[src/design/bsse_pkg.sv]
// Types, widths and rounding helpers for the beta-spline segment evaluator.
// No dependencies.
`timescale 1ns / 1ps
`default_nettype none

package bsse_pkg;

  localparam int NUM_W      = 56;  // signed basis numerator
  localparam int DEN_W      = 52;  // basis denominator delta
  localparam int FRAC_STEPS = 29;  // quotient bits below the binary point
  localparam int Q_W        = 34;  // kept quotient bits before rounding
  localparam int HW         = 38;  // Horner accumulator / weight width
  localparam int MB_W       = 33;  // second multiplier operand
  localparam int PROD_W     = HW + MB_W;
  localparam int SUM_W      = 72;
  localparam int CNT_W      = 7;

  typedef struct packed {
    logic signed [31:0] p1_x;
    logic signed [31:0] p1_y;
    logic signed [31:0] p2_x;
    logic signed [31:0] p2_y;
    logic signed [31:0] p3_x;
    logic signed [31:0] p3_y;
    logic signed [31:0] p4_x;
    logic signed [31:0] p4_y;
  } bsse_in_t;

  typedef struct packed {
    logic signed [31:0] point_x;
    logic signed [31:0] point_y;
    logic signed [31:0] slope_x;
    logic signed [31:0] slope_y;
    logic [5:0]         sample_index;
    logic               last_sample;
  } bsse_out_t;

  // arithmetic shift right by s, rounding half away from zero
  function automatic logic signed [SUM_W-1:0] rnd_shift(input logic signed [SUM_W-1:0] v,
                                                        input int unsigned s);
    logic signed [SUM_W-1:0] half;
    half = 72'sd1 <<< (s - 1);
    if (v >= 0) begin
      return (v + half) >>> s;
    end else begin
      return -((-v + half) >>> s);
    end
  endfunction

  // Q40 sum to saturated Q16.16
  function automatic logic signed [31:0] sat_out(input logic signed [SUM_W-1:0] acc);
    logic signed [SUM_W-1:0] v;
    v = rnd_shift(acc, 24);
    if (v > 72'sd2147483647) begin
      return 32'sh7fffffff;
    end else if (v < -72'sd2147483648) begin
      return 32'sh80000000;
    end else begin
      return v[31:0];
    end
  endfunction

endpackage

`default_nettype wire

[src/design/bsse_div.sv]
// Bit-serial restoring divider: round(num * 2^28 / den), half away from zero.
// Depends on bsse_pkg.
`timescale 1ns / 1ps
`default_nettype none

module bsse_div import bsse_pkg::*; (
  input  wire logic                    clk,
  input  wire logic                    rst,
  input  wire logic                    start,
  input  wire logic signed [NUM_W-1:0] num,
  input  wire logic [DEN_W-1:0]        den,
  output logic                         done,
  output logic signed [31:0]           quot
);

  localparam int DSR_W = NUM_W + FRAC_STEPS;

  logic [DSR_W-1:0] dsr;
  logic [DEN_W-1:0] rem;
  logic [Q_W-1:0]   q;
  logic [6:0]       cnt;
  logic             running;
  logic             neg;

  logic [NUM_W-1:0] mag;
  logic [DEN_W:0]   rem_try;
  logic [Q_W-1:0]   q_rnd;

  always_comb begin
    mag     = num[NUM_W-1] ? NUM_W'(-num) : NUM_W'(num);
    rem_try = {rem, dsr[DSR_W-1]};
    q_rnd   = (q + Q_W'(1)) >> 1;
    quot    = neg ? -$signed(q_rnd[31:0]) : $signed(q_rnd[31:0]);
  end

  always_ff @(posedge clk) begin
    if (rst) begin
      running <= 1'b0;
      done    <= 1'b0;
    end else if (start) begin
      dsr     <= {mag, {FRAC_STEPS{1'b0}}};
      rem     <= '0;
      q       <= '0;
      cnt     <= '0;
      neg     <= num[NUM_W-1];
      running <= 1'b1;
      done    <= 1'b0;
    end else if (running) begin
      dsr <= dsr << 1;
      if (rem_try >= {1'b0, den}) begin
        rem <= DEN_W'(rem_try - {1'b0, den});
        q   <= {q[Q_W-2:0], 1'b1};
      end else begin
        rem <= rem_try[DEN_W-1:0];
        q   <= {q[Q_W-2:0], 1'b0};
      end
      cnt <= cnt + 7'd1;
      if (cnt == 7'(DSR_W - 1)) begin
        running <= 1'b0;
        done    <= 1'b1;
      end
    end else begin
      done <= 1'b0;
    end
  end

endmodule

`default_nettype wire

[config.mk]
export PLATFORM = sky130hd
export DESIGN_NAME = bsse_div
export DESIGN_NICKNAME = d
export VERILOG_FILES = /design/src/design/bsse_pkg.sv /design/src/design/bsse_div.sv
export SDC_FILE = /design/constraint.sdc
export NUM_CORES = 1
export LEC_CHECK = 0
export ABC_AREA = 1
export ABC_CLOCK_PERIOD_IN_PS = 22900
export BUFFER_PORTS_ARGS = -buffer_cell sky130_fd_sc_hd__buf_2
export CORE_MARGIN = 2
export CORE_UTILIZATION = 46
export CTS_CLUSTER_SIZE = 16
export DETAILED_ROUTE_END_ITERATION = 7
export SLEW_MARGIN = 20
export SYNTH_ARGS = -nofsm -noshare
export SYNTH_HDL_FRONTEND = slang
export SYNTH_SLANG_ARGS = --single-unit
export TNS_END_PERCENT = 30
[constraint.sdc]
create_clock -name clk -period 22.9 [get_ports clk]
set_input_delay 3.435 -clock clk [delete_from_list [all_inputs] [get_ports clk]]
set_output_delay 3.435 -clock clk [all_outputs]
set_load 0.03 [all_outputs]
==> flow_summary.yaml, run 1 <==
cts:
  cts-resized-gates: 0
  root_buffer: "clkbuf_16"
  htreeDepth: 4
  cts-buffers-inserted: 17
  cts_hold_buf: 0
  path_clk_slew_ns: 0.07
  post_cts_buffers: 0
  tritoncts: "yes"
  clk_path_buf_depth: 2
  clk_latency_ns: 0.44
  cts.sinks: 151
setup_path:
  worstPathRequired_ns: 22.97
  cp_max_fo: 84
  r2r-end: "rem[31]$_SDFFCE_PP0P_"
  reg2regPathDepth: 13
  end_kind: "flop"
  cp-start-kind: "primary input"
  critical_path_class: "in -> reg"
  r2r_slack_ns: 19.45
  worstPathArrival_ns: 6.78
  r2r-start: "rem[8]$_SDFFCE_PP0P_"
yosys:
  ys_ff_latch: 151
  synth-xor-area-share_pct: 5.45
  synth_seq_area_share_pct: 31.9
  synth-edff-count: 149
  synth_compound_area_share_pct: 9.82
  netlist.area_leader.share_pct: 31.7
  synth_nets: 2356
  synth.distinct_cells: 46
  synth_top_family_by_area: "simple AND/OR/NAND/NOR gates"
  synthMuxAreaShare_pct: 0
  syn_inst: 2187
  synth_top_cell_by_area: "edfxtp_1"
  synth-adder-area-share_pct: 5.19
  synth_ff_type: "edfxtp_1"
  synthTopCellsByArea: "edfxtp_1 32%, nand2_1 17%, nor2_1 9.6%"
  syn_avg_cell_area_um2: 6.46
  ys_warn_count: 0
  syn_area_um2: 14100
  async_reset_ff_share_pct: 0
  synth_simple_gate_area_share_pct: 37.2
timing:
  rsz0062_at_grt: "false"
  slew_headroom_pct: 37.9
  timing.fmax_mhz: 149
  finalSetupTns_ns: 0
  setup-violations-final: 0
  min_period_ns: 6.71
  finalClockSkew_ns: 0.0141
  slew_viol_final: 0
  hold_viol: 0
  setup_ws_ns: 16.19
  worstMarginPinSlew_ns: 0.930
  finalCritPeriodShare_pct: 29.3
  hold_ws_ns: 0.520
power_and_ir_drop:
  leakage_nw: 7.78
  power_mw: 1.01
  ir_drop_mv: 0.0614
  p_int_uw: 639
  power_per_cell_area_nw_per_um2: 63.5
  p_sw_share_pct: 36.5
  pwr-share-comb_pct: 33.2
  clkPwrFrac_pct: 31.7
  power_switching_uw: 367
  p_seq_share_pct: 35.0
placed_design:
  place_area_um2: 15200
  io_buffers: 143
  post-place-ws_ns: 15.35
  hpwl_um: 33500
  placedCellCount: 2691
  gp_congestion: 0.949
global_route:
  gr-total-overflow: 0
  grt_pass1_wl_um: 66500
  antenna_found_initial: 0
  grt_pass1_vias: 12800
  grt_max_degree: 89
  grt_use_total_pct: 26.7
floorplanning:
  die_height_um: 179
  core-area_um2: 30400
  initial_core_util_pct: 46.5
  die_width_um: 179
  boundaryPins: 144
  num_rows: 64
  die-area_um2: 32100
final_layout:
  drive_gt1_share_pct: 10.4
  final_cells: 2722
  synthToLayoutAreaGrowth_pct: 12.2
  final_cell_area_um2: 15900
  diodes: 0
  nets: 2483
  final_util_pct: 52.1
routing:
  drt_iter0_markers: 1081
  routed_via_density: 5.13
  dr.pass1.iters: 5
  route.detailed.drc: 0
  routed_wl_um: 42300
  drtAntennaViolNets: 0
  vias: 14000
  wl_per_cell_um: 15.6
job:
  maxCapViolations: 0
min_path:
  whs_path_depth: 2
  hp-start: "dsr[60]$_DFFE_PP_"
  min_to: "dsr[61]$_DFFE_PP_"
  hold_class: "reg -> reg"
run_status:
  status: "finished, final reports clean"
==> power by group through the flow <==
| stage | Sequential (mW) | Combinational, mW | Clock [mW] |
|---|---|---|---|
| 6_report | 0.353 | 0.335 | 0.319 |
| 5_1_grt | 0.356 | 0.377 | 0.335 |
| 4_1_cts | 0.353 | 0.332 | 0.325 |
| 3_5_place_dp | 0.358 | 0.330 | 0 |
| 3_3_place_gp | 0.358 | 0.327 | 0 |
| 2_1_floorplan | 0.358 | 0.241 | 0 |
==> routing by layer <==
metal	global-route usage (%)	share of wire [%]	up-vias
met5	0	0	-
li1	-	-	7212
met3	4.01	6.2	38
met2	39.7	42	378
met1	40.9	51	6332
met4	4.77	1.0	0
==> critical path: stages <==
cell and delay (ns):
buf_2 0.07, buf_4 0.58, inv_4 0.43, a21oi_4 0.85
buf_4 0.58, buf_6 0.68
==> cells by family after synthesis <==
kind of cell,Yosys count
buffers and inverters,381
adders and majority gates,58
and+or+nand+nor,1254
DFF,151
AOI/OAI and AO/OA,255
xor gates and xnor gates,88
==> final cells by class <==
class,instances,area [um2]
clock buffers,19,433
clock inverters,12,201
fillers,3217,14600
inverters,339,1270
multi-input cells,1655,8170
flip-flops and latches,151,4510
well taps,396,495
repair buffers,150,772
==> Yosys cell counts (3+ instances only) <==
master and count:
clkbuf_1 25, xor2_1 59, buf_2 3, nor2_2 8
nand4_1 35, nor2_8 3, nand3b_1 9, nand2_4 3
a31oi_1 12, nor4_1 9, ha_1 57, a21oi_1 92
inv_1 330, or2_2 3, o21bai_1 9, nor2_4 7
buf_1 5, o21ai_0 114, nor3_1 18, a21o_1 5
o21a_1 3, nand2_1 659, nor2_1 360, buf_4 8
o21ai_1 3, inv_2 8, nand3_1 117, xnor2_1 29
o21ai_2 7, nand2_2 17, edfxtp_1 149
==> registers in the layout, indices dropped and copies added, names as in the netlist <==
signal,flops
dsr,56
rem,52
q,33
cnt,7
done,1
neg,1
running,1
==> how the worst max path moves through the flow <==
stage | slack, ns | to | depth (start not counted) | start
3_5_place_dp | 15.35 | rem[16]$_SDFFCE_PP0P_ | 6 | start
2_1_floorplan | 11.30 | cnt[0]$_SDFFCE_PP0P_ | 4 | start
3_3_place_gp | 15.51 | rem[19]$_SDFFCE_PP0P_ | 6 | start
4_1_cts | 15.83 | rem[14]$_SDFFCE_PP0P_ | 6 | start
5_1_grt | 15.86 | rem[9]$_SDFFCE_PP0P_ | 6 | start
6_report | 16.19 | rem[15]$_SDFFCE_PP0P_ | 6 | start
==> layout by cell type, fill, tap and decap left out, types with 29 or more instances in the layout <==
cell type	synthesis	final
nor2_1	360	360
inv_1	330	330
buf_2	3	143
ha_1	57	57
nand2_1	659	659
nand4_1	35	35
xnor2_1	29	29
edfxtp_1	149	149
nand3_1	117	117
a21oi_1	92	91
xor2_1	59	59
o21ai_0	114	114
Power figures use the tool's default switching activity.
==> inputs of run 2 (changes only) <==
--- a/config.mk
+++ b/config.mk
@@ -6,7 +6,7 @@
 export NUM_CORES = 1
 export LEC_CHECK = 0
 export ABC_AREA = 1
-export ABC_CLOCK_PERIOD_IN_PS = 22900
+export ABC_CLOCK_PERIOD_IN_PS = 6700
 export BUFFER_PORTS_ARGS = -buffer_cell sky130_fd_sc_hd__buf_2
 export CORE_MARGIN = 2
 export CORE_UTILIZATION = 46
==> constraint.sdc (replaced) <==
create_clock -name clk -period 6.7 [get_ports clk]
set_input_delay 1.005 -clock clk [delete_from_list [all_inputs] [get_ports clk]]
set_output_delay 1.005 -clock clk [all_outputs]
set_load 0.03 [all_outputs]
==> flow_summary.yaml, run 2 (synthesis gave the netlist of run 1 again) <==
floorplanning:
  num_rows: 64
  die-area_um2: 32100
  die_width_um: 179
  initial_core_util_pct: 46.5
  die_height_um: 179
  core-area_um2: 30400
  boundaryPins: 144
run_status:
  status: "finished, final reports clean"
timing:
  finalClockSkew_ns: 0.0117
  finalSetupTns_ns: 0
  rsz0062_at_grt: "false"
  finalCritPeriodShare_pct: 58.4
  timing.fmax_mhz: 256
  hold_viol: 0
  slew_viol_final: 0
  min_period_ns: 3.91
  worstMarginPinSlew_ns: 1.01
  slew_headroom_pct: 32.7
  setup-violations-final: 0
power_and_ir_drop:
  power_per_cell_area_nw_per_um2: 211
  leakage_nw: 7.76
  ir_drop_mv: 0.169
final_layout:
  drive_gt1_share_pct: 10.5
  synthToLayoutAreaGrowth_pct: 11.8
  reg_top3: "dsr: 56 flops, rem: 52 flops, q: 33 flops"
  nets: 2483
  diodes: 0
  final_cell_area_um2: 15800
  layout_common_cells: "659 x nand2_1, 360 x nor2_1, 330 x inv_1"
  layout_commonest_cell: "nand2_1"
  largest_reg_flops: 56
  num-fill-cells: 3241
  largest-register: "dsr"
placed_design:
  place_area_um2: 15200
  gp_congestion: 0.986
  hpwl_um: 33800
  io_buffers: 143
routing:
  route.detailed.drc: 0
  routed_wl_um: 42700
  routed_via_density: 5.15
  vias: 14000
  dr.pass1.iters: 7
  drt_iter0_markers: 1062
  drtAntennaViolNets: 0
  wl_per_cell_um: 15.7
cts:
  post_cts_buffers: 0
  cts-buffers-inserted: 17
  cts.sinks: 151
  path_clk_slew_ns: 0.08
  tritoncts: "yes"
  root_buffer: "clkbuf_16"
  cts-resized-gates: 0
  clk_latency_ns: 0.45
  cts_hold_buf: 0
  clk_path_buf_depth: 2
  htreeDepth: 4
setup_path:
  critical_path_class: "in -> reg"
  r2r-start: "rem[31]$_SDFFCE_PP0P_"
  r2r-end: "rem[50]$_SDFFCE_PP0P_"
  reg2regPathDepth: 11
  worstPathRequired_ns: 6.90
  worstPathArrival_ns: 4.11
  cp_max_fo: 49
  end_kind: "flop"
  cp-start-kind: "primary input"
  r2r_slack_ns: 3.06
global_route:
  grt_pass1_vias: 12800
  gr-total-overflow: 0
  antenna_found_initial: 1
  grt_max_degree: 104
  grt_use_total_pct: 26.8
  grt_pass1_wl_um: 66600
min_path:
  min_to: "done$_SDFFE_PP0P_"
  hold_class: "reg -> reg"
  hp-start: "done$_SDFFE_PP0P_"
  whs_path_depth: 2
job:
  maxCapViolations: 0
[run 2: changes by cell type in the layout (fill, tap and decap cells not counted)]
cell / previous run / this run
bufinv_16: 5 / 0
inv_8: 0 / 5
clkbuf_1: 2 / 0
clkinv_4: 1 / 3
inv_6: 2 / 4
buf_12: 0 / 1
buf_6: 1 / 0
clkbuf_8: 0 / 1
clkinv_2: 2 / 1
clkinvlp_4: 2 / 1
[run 2: metal layers]
layer  vias to the layer above  routed length [um]  track usage, %
li1                       7216                   -               -
met1                      6396               21300            40.1
met2                       387               17900            39.8
met3                        33                2980            5.20
met4                         2                 524            5.75
met5                         -                   5               0
[run 2: where the power goes]
part           switching (mW)  leakage [nW]  internal [mW]
sequential             0.0471          1.47           1.16
clock                   0.473         0.281          0.502
combinational           0.782          6.01          0.366
[run 2: how the worst max path moves through the flow]
| stage | start | end | slack [ns] | cells after the start |
|---|---|---|---|---|
| 3_3_place_gp | den[32] | rem[41]$_SDFFCE_PP0P_ | 2.35 | 13 |
| 2_1_floorplan | start | cnt[0]$_SDFFCE_PP0P_ | 0.45 | 4 |
| 5_1_grt | den[32] | rem[38]$_SDFFCE_PP0P_ | 2.43 | 13 |
| 3_5_place_dp | den[32] | rem[50]$_SDFFCE_PP0P_ | 2.34 | 13 |
| 6_report | den[32] | rem[50]$_SDFFCE_PP0P_ | 2.79 | 13 |
| 4_1_cts | den[32] | rem[50]$_SDFFCE_PP0P_ | 2.81 | 13 |
[run 2: area by class of cell]
type	instances	area, um2	share of cell area, %
tap	396	495	3.14
multi-input combinational	1655	8170	51.7
clock buffer	18	439	2.78
timing repair buffer	150	781	4.94
sequential	151	4510	28.6
inverter	339	1270	8.07
clock inverter	14	130	0.823
[run 2: stage by stage]
step                      util [%]  hold WS (ns)  power, mW  instances  setup slack, ns
after floorplan                  -         0.494       2.04       2187            0.451
after global placement        50.1         0.498       2.35       2691             2.35
after detailed placement      50.1         0.512       2.35       2691             2.34
after CTS                     51.9         0.528       3.33       2723             2.81
after global routing          51.9         0.543       3.54       2723             2.43
final                         51.9         0.524       3.33       2723             2.79
[run 2: worst max-delay path: stages]
cell     delay, ns
buf_2         0.08
inv_1         0.03
ha_1          0.34
a21oi_1       0.30
o21ai_0       0.23
a21oi_1       0.23
o21ai_0       0.22
a21oi_1       0.31
nand3_4       0.52
nand2_1       0.61
nand2_1       0.10
nand2_1       0.08
inv_1         0.04
